## config.mk

```make
export PLATFORM = sky130hd
export DESIGN_NAME = mteu_ctrl
export DESIGN_NICKNAME = d
export VERILOG_FILES = /design/src/hw/rtl/mteu_pkg.sv /design/src/hw/rtl/mteu_ctrl.sv
export SDC_FILE = /design/constraint.sdc
export NUM_CORES = 1
export LEC_CHECK = 0
export BUFFER_PORTS_ARGS = -buffer_cell sky130_fd_sc_hd__buf_4
export CAP_MARGIN = 20
export CORE_AREA = 5 5 163 118
export CTS_CLUSTER_SIZE = 20
export DETAILED_ROUTE_END_ITERATION = 12
export DIE_AREA = 0 0 168 123
export PLACE_DENSITY = 0.76
export SLEW_MARGIN = 20
export SYNTH_ARGS = -nofsm -noshare
export SYNTH_HDL_FRONTEND = slang
export SYNTH_SLANG_ARGS = --single-unit
export TNS_END_PERCENT = 10
```

## constraint.sdc

```tcl
create_clock -name clk_i -period 6.4 [get_ports clk_i]
set_input_delay 0 -clock clk_i [delete_from_list [all_inputs] [get_ports clk_i]]
set_output_delay 0 -clock clk_i [all_outputs]
set_load 0.02 [all_outputs]
```

## src/hw/rtl/mteu_pkg.sv

```systemverilog
`timescale 1ns / 1ps
// ----------------------------------------------------------------------------
// mteu_pkg: shared types and constants of the multi-timer expiry unit
// Slot count, opcode and event codes, and the structs that move along the
// cell chain and from the controller to the cells.
// ----------------------------------------------------------------------------
`default_nettype none

package mteu_pkg;

  localparam int TimerSlots = 16;
  localparam int SlotW      = (TimerSlots > 1) ? $clog2(TimerSlots) : 1;
  localparam int CntW       = $clog2(TimerSlots + 1);

  typedef enum logic [1:0] {
    OP_TICK  = 2'd0,
    OP_SET   = 2'd1,
    OP_CLEAR = 2'd2,
    OP_RSVD  = 2'd3
  } opcode_e;

  typedef enum logic [1:0] {
    EV_CREATED = 2'd0,
    EV_FULL    = 2'd1,
    EV_EXPIRED = 2'd2
  } event_kind_e;

  typedef enum logic [1:0] {
    CMD_NONE,
    CMD_DECR,
    CMD_FIRE
  } cell_cmd_e;

  typedef enum logic [1:0] {
    PM_SET,
    PM_CLEAR,
    PM_MIN
  } probe_mode_e;

  typedef enum logic [2:0] {
    ST_IDLE,
    ST_DECR,
    ST_COUNT,
    ST_LAUNCH,
    ST_WAIT,
    ST_EMIT
  } state_e;

  // Search token that walks the chain one cell per cycle.
  typedef struct packed {
    logic             live;
    logic             found;
    logic [31:0]      id;
    logic [SlotW-1:0] slot;
  } probe_t;

  // Broadcast from the controller to every cell.
  typedef struct packed {
    cell_cmd_e        cmd;
    probe_mode_e      mode;
    logic [SlotW-1:0] fire_slot;
    logic [31:0]      new_id;
    logic [31:0]      period;
    logic             rep;
    logic [31:0]      target;
  } bcast_t;

endpackage

`default_nettype wire

```

## src/hw/rtl/mteu_ctrl.sv

```systemverilog
`timescale 1ns / 1ps
// ----------------------------------------------------------------------------
// mteu_ctrl: sequencer of the multi-timer expiry unit
// Takes input transfers, launches searches down the cell chain, counts
// due timers and drives the registered result port.
// ----------------------------------------------------------------------------
`default_nettype none

module mteu_ctrl (
  input  logic                               clk_i,
  input  logic                               rst_ni,
  input  logic                               in_valid_i,
  output logic                               in_stall_o,
  input  logic [1:0]                         opcode_i,
  input  logic [31:0]                        period_ms_i,
  input  logic                               repeat_flag_i,
  input  logic [31:0]                        target_id_i,
  output logic                               out_valid_o,
  input  logic                               out_stall_i,
  output logic [1:0]                         event_kind_o,
  output logic [31:0]                        result_id_o,
  output logic                               last_of_run_o,
  output mteu_pkg::bcast_t                   bcast_o,
  output mteu_pkg::probe_t                   probe_launch_o,
  input  mteu_pkg::probe_t                   probe_tail_i,
  input  logic [mteu_pkg::TimerSlots-1:0]    due_i
);

  mteu_pkg::state_e               state_q, state_d;
  mteu_pkg::opcode_e              op_q, op_d;
  logic [31:0]                    period_q, period_d;
  logic                           rep_q, rep_d;
  logic [31:0]                    target_q, target_d;
  logic [31:0]                    next_id_q, next_id_d;
  logic [mteu_pkg::CntW-1:0]      count_q, count_d;
  logic                           hit_found_q, hit_found_d;
  logic [31:0]                    hit_id_q, hit_id_d;
  logic [mteu_pkg::SlotW-1:0]     hit_slot_q, hit_slot_d;
  logic                           out_valid_q, out_valid_d;
  logic [1:0]                     kind_q, kind_d;
  logic [31:0]                    res_id_q, res_id_d;
  logic                           last_q, last_d;
  logic [mteu_pkg::CntW-1:0]      due_cnt;
  logic                           launch;
  logic                           out_free;

  always_comb begin
    due_cnt = '0;
    for (int i = 0; i < mteu_pkg::TimerSlots; i++) begin
      due_cnt = due_cnt + mteu_pkg::CntW'(due_i[i]);
    end
  end

  assign out_free = !out_valid_q || !out_stall_i;

  always_comb begin
    state_d     = state_q;
    op_d        = op_q;
    period_d    = period_q;
    rep_d       = rep_q;
    target_d    = target_q;
    next_id_d   = next_id_q;
    count_d     = count_q;
    hit_found_d = hit_found_q;
    hit_id_d    = hit_id_q;
    hit_slot_d  = hit_slot_q;
    out_valid_d = out_valid_q && out_stall_i;
    kind_d      = kind_q;
    res_id_d    = res_id_q;
    last_d      = last_q;
    launch      = 1'b0;
    in_stall_o  = 1'b1;

    bcast_o.cmd       = mteu_pkg::CMD_NONE;
    bcast_o.fire_slot = hit_slot_q;
    bcast_o.new_id    = next_id_q;
    bcast_o.period    = period_q;
    bcast_o.rep       = rep_q;
    bcast_o.target    = target_q;
    unique case (op_q)
      mteu_pkg::OP_SET:   bcast_o.mode = mteu_pkg::PM_SET;
      mteu_pkg::OP_CLEAR: bcast_o.mode = mteu_pkg::PM_CLEAR;
      default:            bcast_o.mode = mteu_pkg::PM_MIN;
    endcase

    unique case (state_q)
      mteu_pkg::ST_IDLE: begin
        in_stall_o = 1'b0;
        if (in_valid_i) begin
          op_d     = mteu_pkg::opcode_e'(opcode_i);
          period_d = (period_ms_i == 32'd0) ? 32'd1 : period_ms_i;
          rep_d    = repeat_flag_i;
          target_d = target_id_i;
          unique case (mteu_pkg::opcode_e'(opcode_i))
            mteu_pkg::OP_TICK: state_d = mteu_pkg::ST_DECR;
            mteu_pkg::OP_SET, mteu_pkg::OP_CLEAR: begin
              state_d = mteu_pkg::ST_LAUNCH;
            end
            default: ;
          endcase
        end
      end
      mteu_pkg::ST_DECR: begin
        // age every live timer, flag those that fall due
        bcast_o.cmd = mteu_pkg::CMD_DECR;
        state_d     = mteu_pkg::ST_COUNT;
      end
      mteu_pkg::ST_COUNT: begin
        count_d = due_cnt;
        if (due_cnt == '0) begin
          state_d = mteu_pkg::ST_IDLE;
        end else begin
          launch  = 1'b1;
          state_d = mteu_pkg::ST_WAIT;
        end
      end
      mteu_pkg::ST_LAUNCH: begin
        // operands and cell flags are registered by now
        launch  = 1'b1;
        state_d = mteu_pkg::ST_WAIT;
      end
      mteu_pkg::ST_WAIT: begin
        if (probe_tail_i.live) begin
          hit_found_d = probe_tail_i.found;
          hit_id_d    = probe_tail_i.id;
          hit_slot_d  = probe_tail_i.slot;
          state_d     = (op_q == mteu_pkg::OP_CLEAR) ? mteu_pkg::ST_IDLE
                                                     : mteu_pkg::ST_EMIT;
        end
      end
      mteu_pkg::ST_EMIT: begin
        if (out_free) begin
          out_valid_d = 1'b1;
          if (op_q == mteu_pkg::OP_SET) begin
            kind_d   = hit_found_q ? mteu_pkg::EV_CREATED : mteu_pkg::EV_FULL;
            res_id_d = hit_found_q ? hit_id_q : 32'd0;
            last_d   = 1'b1;
            if (hit_found_q) begin
              next_id_d = next_id_q + 32'd1;
            end
            state_d = mteu_pkg::ST_IDLE;
          end else begin
            bcast_o.cmd = mteu_pkg::CMD_FIRE;
            kind_d      = mteu_pkg::EV_EXPIRED;
            res_id_d    = hit_id_q;
            last_d      = (count_q == mteu_pkg::CntW'(1));
            count_d     = count_q - mteu_pkg::CntW'(1);
            if (count_q == mteu_pkg::CntW'(1)) begin
              state_d = mteu_pkg::ST_IDLE;
            end else begin
              state_d = mteu_pkg::ST_LAUNCH;
            end
          end
        end
      end
      default: state_d = mteu_pkg::ST_IDLE;
    endcase
  end

  always_ff @(posedge clk_i or negedge rst_ni) begin
    if (!rst_ni) begin
      state_q     <= mteu_pkg::ST_IDLE;
      op_q        <= mteu_pkg::OP_TICK;
      next_id_q   <= '0;
      count_q     <= '0;
      out_valid_q <= 1'b0;
    end else begin
      state_q     <= state_d;
      op_q        <= op_d;
      next_id_q   <= next_id_d;
      count_q     <= count_d;
      out_valid_q <= out_valid_d;
    end
  end

  always_ff @(posedge clk_i) begin
    period_q    <= period_d;
    rep_q       <= rep_d;
    target_q    <= target_d;
    hit_found_q <= hit_found_d;
    hit_id_q    <= hit_id_d;
    hit_slot_q  <= hit_slot_d;
    kind_q      <= kind_d;
    res_id_q    <= res_id_d;
    last_q      <= last_d;
  end

  assign probe_launch_o.live  = launch;
  assign probe_launch_o.found = 1'b0;
  assign probe_launch_o.id    = '0;
  assign probe_launch_o.slot  = '0;

  assign out_valid_o   = out_valid_q;
  assign event_kind_o  = kind_q;
  assign result_id_o   = res_id_q;
  assign last_of_run_o = last_q;

endmodule

`default_nettype wire

```

==> results.toml <==
[timing]
grt_setup_unrepaired = "no"
hold_violations = 0
drv_slew = 0
min_period_ns = 3.77
skew_ns = 0.0179
setup_viol_count_final = 0
finalSetupTns_ns = 0
relSlewSlack_pct = 33.4
fin_crit_sh_pct = 58.9
hold_ws_ns = 0.0500
worst_pin_slew_ns = 0.999
max_freq_ghz = 0.265

[clock_network]
numCtsBuffers = 17
cts_sinks = 180
cts_buffer_depth = 2
postCtsHoldBufs = 106
path_clk_slew_ns = 0.07
cts_setup_buffers = 0
clock_latency_ns = 0.43
cts_tree = "built"
cts_root_buf = "clkbuf_16"
cts.repair.resized = 0
cts_htree_levels = 4

[yosys]
syn-cell-area_sq_um = 7530
synth_top_family_by_area = "simple AND/OR/NAND/NOR gates"
yosysSeqAreaShare_pct = 69.0
avgSynthCellArea_sq_um = 14.2
ys_ff_latch = 180
synth.area.top_cells = "edfxtp_1 55%, dfrtp_1 14%, buf_4 4.3%"
synth_compound_gate_area_share_pct = 2.89
ys_warn_count = 0
synth_cell_types = 47
synth-edff-count = 137
synthXorXnorAreaFrac_pct = 3.72
yosys.area.top_type_share_pct = 54.7
synth-simple-area-share_pct = 11.1
yosys.area.top_type = "edfxtp_1"
synthCells = 531
async_flop_share_pct = 23.9
yosys.area_share.adder_pct = 4.49
synth.area.mux_share_pct = 0.150
synth_top_flop_cell = "edfxtp_1"

[setup_path]
regToRegStartpoint = "op_q[1]"
r2r_cells = 6
path_class = "in -> out"
cp-end-kind = "output pin"
start_kind = "input port"
r2r_slack_ns = 4.05
timing.rr.end = "next_id_q[21]"
cp_max_fo = 2
cp_data_required_time_ns = 6.40
crit_arrival_ns = 3.77

[pwr]
p_leak_nw = 4.72
peakVddDrop_uv = 174
power_mw = 3.67
power_density_nw_per_um2 = 329

[floorplan]
ioPinCount = 305
die_x_microns = 168
fp-row-count = 41
initial_core_util_pct = 42.8
design.core.area_sq_um = 17600
die-area_sq_um = 20700
die_y_microns = 123

[routing]
ant_nets = 0
drtPass1Iterations = 5
post-route-drc-count = 0
drtIter0Drc = 366
wl_per_cell_microns = 18.5
drt_wl_total_microns = 20900
vias = 5301
vias_per_cell = 4.69

[worst_hold_path]
hold_path_class = "in -> reg"
hold_path_end = "state_q[1]"
hold_depth = 4
min_from = "in_valid_i"

[place]
io_buffers = 267
dp.final_hpwl_microns = 13900
dpl_cell_area_sq_um = 9500
routabilityCongestion = 0.791

[global_route]
grt_pass1_wl_microns = 31200
antenna_found_initial = 2
grt_usage_pct = 19.9
grt_max_degree = 70
grt_overflow_total = 0
grt_pass1_vias = 5468

[layout]
drive_above_1_share_pct = 34.8
final_area_sq_um = 11100
final_nets = 1025
area_growth_pct = 48.1

[flow_run]
drv_cap = 0

[outcome]
status = "complete, no violations"
## power by group
group | internal [mW] | leakage [nW] | switching (mW)
logic | 0.421 | 2.60 | 0.615
registers | 1.51 | 1.83 | 0.0950
clock network | 0.524 | 0.288 | 0.503
total | 2.45 | 4.72 | 1.21
## critical path: stages
cell	delay, ns
buf_4	0.08
inv_1	0.04
fa_1	0.56
fa_1	0.44
fa_1	0.48
fa_1	0.49
inv_1	0.04
ha_1	0.20
fa_1	0.46
or4_1	0.48
nor3_1	0.25
nor2_1	0.09
buf_4	0.17
## sequential cells by signal (all words and copies together), names as in the netlist, 3 cells and up
name / count
period_q: 32
next_id_q: 32
hit_id_q: 32
result_id_o: 32
target_q: 32
state_q: 3
count_q: 5
hit_slot_q: 4
## per-layer routing
metal | vias up | GRT usage [%] | part of all wire [%] | routed length (microns)
met4 | 0 | 5.73 | 1.8 | 384
met5 | - | 0 | 0 | 0
met2 | 216 | 35.6 | 53 | 11100
met1 | 2599 | 23.6 | 38 | 7980
li1 | 2467 | - | - | -
met3 | 19 | 5.69 | 6.7 | 1390
## cells in the final DEF, fill, tap and decap left out, types with 17 or more instances in the layout
cell             n
nand4_1         24
inv_1           38
edfxtp_1       137
conb_1          37
clkbuf_16       17
xnor2_1         29
buf_4          270
dfrtp_1         43
and2_1          40
dlygate4sd3_1  106
## area by class of cell
cell class,count,area [sq um]
diodes,2,5.00
clock buffers,17,425
clock inverters,15,156
fillers,1262,6450
inverters,38,143
multi-input cells,266,1840
flip-flops and latches,180,5190
well taps,236,295
repair buffers,376,3090
## worst max-delay path by stage
stage               start                 end  depth (start not counted)
4_1_cts          due_i[0]  probe_launch_o[37]                         13
3_5_place_dp     due_i[0]          state_q[2]                         12
6_report         due_i[0]  probe_launch_o[37]                         13
2_1_floorplan  state_q[0]         period_q[0]                          3
5_1_grt          due_i[0]  probe_launch_o[37]                         13
3_3_place_gp     due_i[0]          state_q[2]                         12
## stage by stage
step	utilization, %	setup slack [ns]	instances
finish	63.3	2.63	1130
global route	63.3	2.41	1130
CTS	63.3	2.60	1128
detailed placement	54.0	2.59	990
global placement	54.0	2.71	990
floorplan	-	2.01	567
## logic make-up after synthesis
kind of cell	count (synthesis)
flops	180
simple gates	140
buf+inv	121
compound gates	35
xor+xnor	32
fa+ha+maj	21
other cells	1
mux	1
## cell usage after synthesis, types with 2 or more instances
| master | number |
|---|---|
| edfxtp_1 | 137 |
| buf_4 | 43 |
| dfrtp_1 | 43 |
| and2_1 | 40 |
| inv_1 | 38 |
| clkbuf_1 | 36 |
| xnor2_1 | 29 |
| nand4_1 | 24 |
| nor2_1 | 13 |
| nand2_1 | 12 |
| o21ai_0 | 12 |
| ha_1 | 11 |
| nor4_1 | 11 |
| fa_1 | 10 |
| a21oi_1 | 9 |
| nand3_1 | 9 |
| nor3_1 | 6 |
| and3_1 | 4 |
| and4_1 | 4 |
| buf_6 | 3 |
| nor3b_1 | 3 |
| or3_1 | 3 |
| xor2_1 | 3 |
| a31oi_1 | 2 |
| nand2b_1 | 2 |
| nor2b_1 | 2 |
| o21bai_1 | 2 |
(Power assumes the default switching activity.)
