**src/hw/rtl/mteu_pkg.sv**
```systemverilog
`timescale 1ns / 1ps
// ----------------------------------------------------------------------------
// mteu_pkg: shared types and constants of the multi-timer expiry unit
// Slot count, opcode and event codes, and the structs that move along the
// cell chain and from the controller to the cells.
// ----------------------------------------------------------------------------
`default_nettype none

package mteu_pkg;

  localparam int TimerSlots = 16;
  localparam int SlotW      = (TimerSlots > 1) ? $clog2(TimerSlots) : 1;
  localparam int CntW       = $clog2(TimerSlots + 1);

  typedef enum logic [1:0] {
    OP_TICK  = 2'd0,
    OP_SET   = 2'd1,
    OP_CLEAR = 2'd2,
    OP_RSVD  = 2'd3
  } opcode_e;

  typedef enum logic [1:0] {
    EV_CREATED = 2'd0,
    EV_FULL    = 2'd1,
    EV_EXPIRED = 2'd2
  } event_kind_e;

  typedef enum logic [1:0] {
    CMD_NONE,
    CMD_DECR,
    CMD_FIRE
  } cell_cmd_e;

  typedef enum logic [1:0] {
    PM_SET,
    PM_CLEAR,
    PM_MIN
  } probe_mode_e;

  typedef enum logic [2:0] {
    ST_IDLE,
    ST_DECR,
    ST_COUNT,
    ST_LAUNCH,
    ST_WAIT,
    ST_EMIT
  } state_e;

  // Search token that walks the chain one cell per cycle.
  typedef struct packed {
    logic             live;
    logic             found;
    logic [31:0]      id;
    logic [SlotW-1:0] slot;
  } probe_t;

  // Broadcast from the controller to every cell.
  typedef struct packed {
    cell_cmd_e        cmd;
    probe_mode_e      mode;
    logic [SlotW-1:0] fire_slot;
    logic [31:0]      new_id;
    logic [31:0]      period;
    logic             rep;
    logic [31:0]      target;
  } bcast_t;

endpackage

`default_nettype wire

```
**src/hw/rtl/mteu_cell.sv**
```systemverilog
`timescale 1ns / 1ps
// ----------------------------------------------------------------------------
// mteu_cell: one timer slot of the chain
// Holds one timer, acts on the passing search token and on broadcast
// commands, and registers the token for the next cell.
// ----------------------------------------------------------------------------
`default_nettype none

module mteu_cell (
  input  logic                          clk_i,
  input  logic                          rst_ni,
  input  logic [mteu_pkg::SlotW-1:0]    cell_idx_i,
  input  mteu_pkg::bcast_t              bcast_i,
  input  mteu_pkg::probe_t              probe_i,
  output mteu_pkg::probe_t              probe_o,
  output logic                          due_o
);

  logic             valid_q, valid_d;
  logic             due_q, due_d;
  logic [31:0]      id_q, id_d;
  logic [31:0]      period_q, period_d;
  logic [31:0]      rem_q, rem_d;
  logic             rep_q, rep_d;
  mteu_pkg::probe_t probe_q, probe_d;

  always_comb begin
    valid_d  = valid_q;
    due_d    = due_q;
    id_d     = id_q;
    period_d = period_q;
    rem_d    = rem_q;
    rep_d    = rep_q;
    probe_d  = probe_i;

    if (probe_i.live) begin
      case (bcast_i.mode)
        mteu_pkg::PM_SET: begin
          // claim the first free slot
          if (!probe_i.found && !valid_q) begin
            valid_d       = 1'b1;
            due_d         = 1'b0;
            id_d          = bcast_i.new_id;
            period_d      = bcast_i.period;
            rem_d         = bcast_i.period;
            rep_d         = bcast_i.rep;
            probe_d.found = 1'b1;
            probe_d.id    = bcast_i.new_id;
            probe_d.slot  = cell_idx_i;
          end
        end
        mteu_pkg::PM_CLEAR: begin
          if (!probe_i.found && valid_q && id_q == bcast_i.target) begin
            valid_d       = 1'b0;
            due_d         = 1'b0;
            probe_d.found = 1'b1;
            probe_d.slot  = cell_idx_i;
          end
        end
        mteu_pkg::PM_MIN: begin
          // strict compare keeps the lower slot on equal ids
          if (due_q && (!probe_i.found || id_q < probe_i.id)) begin
            probe_d.found = 1'b1;
            probe_d.id    = id_q;
            probe_d.slot  = cell_idx_i;
          end
        end
        default: ;
      endcase
    end

    case (bcast_i.cmd)
      mteu_pkg::CMD_DECR: begin
        if (valid_q) begin
          if (rem_q <= 32'd1) begin
            due_d = 1'b1;
          end else begin
            rem_d = rem_q - 32'd1;
          end
        end
      end
      mteu_pkg::CMD_FIRE: begin
        if (bcast_i.fire_slot == cell_idx_i) begin
          due_d = 1'b0;
          if (rep_q) begin
            rem_d = period_q;
          end else begin
            valid_d = 1'b0;
          end
        end
      end
      default: ;
    endcase
  end

  always_ff @(posedge clk_i or negedge rst_ni) begin
    if (!rst_ni) begin
      valid_q <= 1'b0;
      due_q   <= 1'b0;
      probe_q <= '0;
    end else begin
      valid_q <= valid_d;
      due_q   <= due_d;
      probe_q <= probe_d;
    end
  end

  always_ff @(posedge clk_i) begin
    id_q     <= id_d;
    period_q <= period_d;
    rem_q    <= rem_d;
    rep_q    <= rep_d;
  end

  assign probe_o = probe_q;
  assign due_o   = due_q;

endmodule

`default_nettype wire

```
**config.mk**
```make
export PLATFORM = sky130hd
export DESIGN_NAME = mteu_cell
export DESIGN_NICKNAME = d
export VERILOG_FILES = /design/src/hw/rtl/mteu_pkg.sv /design/src/hw/rtl/mteu_cell.sv
export SDC_FILE = /design/constraint.sdc
export NUM_CORES = 1
export LEC_CHECK = 0
export BUFFER_PORTS_ARGS = -buffer_cell sky130_fd_sc_hd__buf_2
export CAP_MARGIN = 20
export CELL_PAD_IN_SITES_DETAIL_PLACEMENT = 1
export CELL_PAD_IN_SITES_GLOBAL_PLACEMENT = 1
export CORE_MARGIN = 3
export CORE_UTILIZATION = 40
export DETAILED_ROUTE_END_ITERATION = 8
export HOLD_SLACK_MARGIN = 0.06
export PLACE_DENSITY = 0.76
export SYNTH_ARGS = -nofsm -noshare
export SYNTH_HDL_FRONTEND = slang
export SYNTH_SLANG_ARGS = --single-unit
```
**constraint.sdc**
```tcl
create_clock -name clk_i -period 6.48 [get_ports clk_i]
set_clock_uncertainty 0.15 [all_clocks]
set_input_delay 0 -clock clk_i [delete_from_list [all_inputs] [get_ports clk_i]]
set_output_delay 0 -clock clk_i [all_outputs]
set_load 0.03 [all_outputs]
```
==> results of run 1 <==
[layer usage]
layer  track usage [%]  vias to the layer above  wire (um)
li1                  -                     2946          -
met1             31.30                     3240      10110
met2             47.97                      285      13510
met3             6.207                       79       1522
met4             13.49                        0       1226
met5                 0                        -          0
[final cells by class]
cell class | count | area, um^2
sequential | 137 | 3593
tap | 220 | 275.3
fill | 1793 | 6987
timing repair buffer | 307 | 2137
clock inverter | 12 | 125.1
clock buffer | 20 | 446.7
multi-input combinational | 417 | 3217
inverter | 40 | 150.1
antenna | 2 | 5.005
[Yosys cell counts, types with 10 or more instances]
master	n
a21oi_1	21
a221o_1	36
edfxtp_1	65
nor3_1	49
dfrtp_1	40
o21ai_0	10
nor2_1	17
xnor2_1	37
o221ai_1	22
clkbuf_1	26
nor4_1	11
nand2_1	48
ha_1	35
inv_1	40
mux2i_1	35
xor2_1	26
dfxtp_1	32
[worst max-delay path, cell delays in order (launching register included)]
cell and delay (ns):
edfxtp_1 0.47, ha_1 0.35, nand4_1 0.16, nor4_1 0.57
nand2_1 0.15, o2111ai_1 0.51, a21oi_1 0.16, o211ai_1 0.41
mux2_2 0.39, dlygate4sd3_1 0.56
[power by group through the flow]
stage / sequential (mW) / combinational, mW / clock (mW)
floorplan: 1.19 / 0.866 / 0
global placement: 1.17 / 1.13 / 0
detailed placement: 1.18 / 1.18 / 0
CTS: 1.17 / 1.25 / 0.973
global route: 1.19 / 1.39 / 1.02
finish: 1.17 / 1.26 / 0.965
[timing repair]
action,in CTS,in global routing
buffers inserted,0,0
endpoints found under the hold margin,177,0
hold buffers,112,0
[sequential cells by signal, indices dropped and copies added, names as in the netlist]
signal and flops:
due_o 1, id_q 32, period_q 32, probe_o 38
rem_q 32, rep_q 1, valid_q 1
[through the flow]
stage	instance area [um^2]	setup slack, ns	hold slack, ns	util (%)
global placement	8224	3.281	0.02890	48.56
detailed placement	8224	3.054	0.03485	48.56
floorplan	7047	2.453	-0.4456	-
CTS	9917	2.618	0.06283	58.56
finish	9950	2.474	0.06731	58.75
global route	9950	2.388	0.1413	58.75
[worst max path at each step]
stage | slack (ns) | end
2_1_floorplan | 2.45 | probe_o[28]$_DFF_PN0_
3_3_place_gp | 3.28 | probe_o[4]$_DFF_PN0_
3_5_place_dp | 3.05 | probe_o[21]$_DFF_PN0_
4_1_cts | 2.62 | probe_o[3]$_DFF_PN0_
5_1_grt | 2.39 | probe_o[0]$_DFF_PN0_
6_report | 2.47 | probe_o[0]$_DFF_PN0_
[logic make-up after synthesis]
kind of cell | share of synthesized area, %
adder cells (fa/ha/maj) | 6.214
flip-flops | 50.99
buffers and inverters | 3.729
AND/OR/NAND/NOR | 12.46
multiplexers | 5.611
XOR/XNOR | 7.830
AO/OA/AOI/OAI | 13.16
==> results.md, run 1 <==
- Critical Path Start: id_q[17]$_DFFE_PP_
- Total Routing Usage GR: 27.28%
- Outcome: complete, no violations
- RSZ-0062 raised after global routing: false
- R2R Setup Slk: 2.47 ns
- Switching part of the total: approximately 36%
- Routability congestion estimate: ~0.83
- Comb pwr share: 37.1%
- CTS H-tree lvls: 4
- Power per cell area: 341.7 nW/um^2
- Layout net count: 1104
- Syn_area_per_cell: 11.33 um^2
- P_leak: 4.127 nW
- Worst reg2reg endpoint: probe_o[0]$_DFF_PN0_
- Commonest non-fill, non-tap cell in the layout: buf_2
- Total power draw: around 3.4 mW
- Total grt overflow: 0
- Worst Tran Pin Value: 1.007 ns
- Worst skew pair latency: 0.43 ns
- CP Capture Type: register
- Setup Viol. Count Final: 0
- Flop pwr share: 34.5%
- Netlist cell types: 53
- Largest net degree at the start of global routing: 88
- Post-route clock period utilization: 61.82%
- Syn Nets: 806
- Sw Pwr: around 1.2 mW
- Cell count after placement: 1008
- Worst hold path type: input pin to register
- Post-synth top area share: 27.70%
- DR vias: around 6600
- F_max: 0.2496 GHz
- CP arrival: 4.16 ns
- I/O Buffers: 187
- Share of flip-flops with an asynchronous set or reset: 29.20%
- Initial Utilization: 41.61%
- Crit start category: register
- Initial antenna violation count: 2
- Post-route setup TNS: 0 ns
- Maxcap violations: 0
- Crit Path Max Fanout: 4
- Layout Cells excl Fill: between 1000 and 1500
- Via-per-instance ratio: 5.671
- CTS tree: done
- CTS sink cnt: 137
- DRT antenna net count: 0
- HP Start: bcast_i[103]
- Hpwl dp: about 17000 um
- Hold path endpoint: due_o$_DFF_PN0_
- Final hold violations: 0
- WHS Path Cells: 6
- Number of synthesized register bits: between 100 and 150
- P_int: 2.167 mW
- I/O Pins: 188
- Synth warnings: 0
- Root Driver: clkbuf_16
- Wire per inst: between 20 and 25 um
- Synth area leader: edfxtp_1
- Commonest cells after routing, fill and taps aside: 187 x buf_2, 112 x dlygate4sd3_1, 65 x edfxtp_1
- Max transition margin: 32.83%
- WP data required: 6.64 ns
- Core Area: 16940 um^2
- Clock Power Share: 28.4%
- Drt drc: 0
- Ranking of synthesized cells by area: edfxtp_1 28%, dfrtp_1 14%, dfxtp_1 9.1%
- Crit path kind: register to register
- DRT iter0 DRCs: 376
- Die X: 138.7 um
- Row count: 47
- Main synth FF type: edfxtp_1
- Die area: 19250 um^2
- First-pass GRT wire length: ~41000 um
- Synth Instances: 622
- Layout cell share with drive strength beyond 1: about a quarter
- Vias in the first global route: roughly 7400
- Max-slew violation count: 0
- Num CTS Buffers: 17
- Synthesized area: 7047 um^2
- CTS resizes: 0
- FF-to-FF Start: id_q[17]$_DFFE_PP_
- Post-synthesis sequential area ratio: between 50 and 60%
- Die H: 138.7 um
- First-pass detailed-route iteration total: 5
- Total routed wirelength: between 20000 and 30000 um
- Clock slew seen by the registers of the worst setup and hold paths: 0.07 ns
- Worst R2R Path Depth: 9
- Min Tclk post-route: 4.006 ns
- Post-synth EDFFs: 65
- Clock buffer depth: 2
- Layout area overhead: 41.19%
- Worst vdd ir: 0.2324 mV
(Power assumes the default switching activity.)
==> inputs of run 2 (changes only) <==
- CORE_UTILIZATION: 40 -> 37
- PLACE_DENSITY: 0.76 -> 0.74
- clock period: 6.48 -> 3.4 ns (I/O delays scaled with it)
==> results.md, run 2 (synthesis results as in run 1) <==
- Core Area: 18330 um^2
- Final hold violations: 0
- Commonest cells after routing, fill and taps aside: 187 x buf_2, 115 x dlygate4sd3_1, 65 x edfxtp_1
- Total power draw: between 6 and 7 mW
- Outcome: complete, no violations
- Sw Pwr: 2.326 mW
- Crit-path slowest cell: a2111oi_4
- CTS sink cnt: 137
- Total Routing Usage GR: between 20% and 30%
- Total grt overflow: 0
- Flop pwr share: 34.1%
- Crit path kind: register to register
- Initial Utilization: 38.44%
- Maxcap violations: 0
- Worst Tran Pin Value: 0.6282 ns
- Vias in the first global route: about 7000
- Post-route clock period utilization: 92.84%
- Die H: ~140 um
- DRT antenna net count: 0
- DP Worst Slack: around 0.28 ns
- Worst skew pair latency: 0.42 ns
- Max FFs per register: 38
- First-pass detailed-route iteration total: 5
- Crit path largest cell delay: 0.52 ns
- Critical Path Start: id_q[7]$_DFFE_PP_
- R2R Setup Slk: about 0.24 ns
- Commonest non-fill, non-tap cell in the layout: buf_2
- DR vias: 6386
- Switching part of the total: between 30% and 40%
- Max-slew violation count: 0
- Layout net count: about 1100
- Most Frequent Cell on Critical Path: a21oi_1
- Clock Power Share: 28.1%
- Largest net degree at the start of global routing: 76
- Clock buffer depth: 2
- Root Driver: clkbuf_16
- CTS tree: done
- P_int: 4.186 mW
- Clock slew seen by the registers of the worst setup and hold paths: 0.06 ns
- Hpwl dp: 16010 um
- Layout cell share with drive strength beyond 1: 26.11%
- Crit start category: register
- FF-to-FF Start: id_q[7]$_DFFE_PP_
- Routability congestion estimate: slightly above 0.8
- F_max: 0.3168 GHz
- Row count: 49
- Layout Cells excl Fill: approximately 1200
- DRT iter0 DRCs: 281
- Crit Path Max Fanout: 50
- Worst vdd ir: approximately 0.39 mV
- Post-route setup TNS: 0 ns
- Cell count after placement: 1022
- Drt drc: 0
- Worst reg2reg endpoint: probe_o[11]$_DFF_PN0_
- Worst R2R Path Depth: 9
- Die X: 144.0 um
- Total routed wirelength: roughly 24000 um
- RSZ-0062 raised after global routing: false
- CTS H-tree lvls: 4
- CP Capture Type: register
- Die area: 20740 um^2
- Max transition margin: 57.73%
- HP Start: bcast_i[98]
- Initial antenna violation count: 2
- Min Tclk post-route: 3.157 ns
- Comb pwr share: 37.8%
- CP arrival: 3.30 ns
- Via-per-instance ratio: ~5.4
- WP data required: 3.54 ns
- Crit path cell chain: ha_1 > a21oi_1 > o21ai_0 > a21oi_1 > o2111ai_1 > a2111oi_4 > buf_12 > nor3_1 > a221o_1
- P_leak: 4.173 nW
- Setup Viol. Count Final: 0
- First-pass GRT wire length: roughly 37000 um
- Setup WS post-layout: between 0.2 and 0.25 ns
- Wire per inst: between 20 and 25 um
- Fill cell count: 2007
- Num CTS Buffers: 17
- WHS Path Cells: 5
- Hold path endpoint: valid_q$_DFF_PN0_
- Worst hold path type: input pin to register
- Power per cell area: 647.5 nW/um^2
- I/O Pins: 188
- Layout area overhead: 42.72%
- CTS resizes: 0
- I/O Buffers: 187
==> run 2: final cells by class <==
cell class / instances / area [um^2] / share of cell area [%]
Antenna cell: 2 / 5.005 / 0.04976
Clock inverter: 11 / 125.1 / 1.244
Inverter: 40 / 150.1 / 1.493
Sequential cell: 137 / 3593 / 35.73
Multi-Input combinational cell: 417 / 3217 / 31.99
Clock buffer: 21 / 450.4 / 4.479
Tap cell: 229 / 286.5 / 2.849
Timing Repair Buffer: 316 / 2230 / 22.17
==> run 2: power groups by stage <==
stage / clock network, mW / registers, mW / logic [mW]
6_report: 1.83 / 2.22 / 2.46
5_1_grt: 1.93 / 2.25 / 2.71
4_1_cts: 1.85 / 2.21 / 2.46
3_5_place_dp: 0 / 2.24 / 2.32
3_3_place_gp: 0 / 2.22 / 2.21
2_1_floorplan: 0 / 2.26 / 1.65
==> run 2: per-layer routing <==
metal	share of wire, %	up-vias	track usage, %
met3	4.7	43	3.803
met4	2.7	0	9.316
met2	52	210	41.33
met5	0	-	0
met1	41	3158	26.97
li1	-	2975	-
==> run 2: timing repair <==
| action | in CTS | in global routing |
|---|---|---|
| hold endpoints to repair | 177 | 10 |
| setup endpoints to repair | 0 | 4 |
| buffers inserted | 0 | 1 |
| hold buffers | 114 | 1 |
==> run 2: worst max path at each step <==
stage / endpoint / slack [ns] / depth (start not counted)
6_report: probe_o[11]$_DFF_PN0_ / 0.24 / 9
5_1_grt: probe_o[9]$_DFF_PN0_ / 0.07 / 9
4_1_cts: probe_o[3]$_DFF_PN0_ / 0.24 / 8
3_5_place_dp: probe_o[3]$_DFF_PN0_ / 0.28 / 8
3_3_place_gp: probe_o[7]$_DFF_PN0_ / 0.42 / 9
2_1_floorplan: probe_o[35]$_DFF_PN0_ / 0.41 / 9
==> run 2: metrics by stage <==
| step | instance area, um^2 | utilization, % | hold slack [ns] |
|---|---|---|---|
| 2_1_floorplan | 7048 | - | -0.4456 |
| 3_3_place_gp | 8298 | 45.27 | 0.03488 |
| 3_5_place_dp | 8298 | 45.27 | 0.03152 |
| 4_1_cts | 10010 | 54.63 | 0.06073 |
| 5_1_grt | 10060 | 54.86 | 0.1468 |
| 6_report | 10060 | 54.86 | 0.06692 |
==> run 2: worst max-delay path, delay by kind of cell (launching register included) <==
kind	cells	cell delay, ns
flip-flops	1	0.50
AND/OR/NAND/NOR	1	0.08
adder cells (fa/ha/maj)	1	0.36
buffers and inverters	1	0.29
AO/OA/AOI/OAI	6	1.63
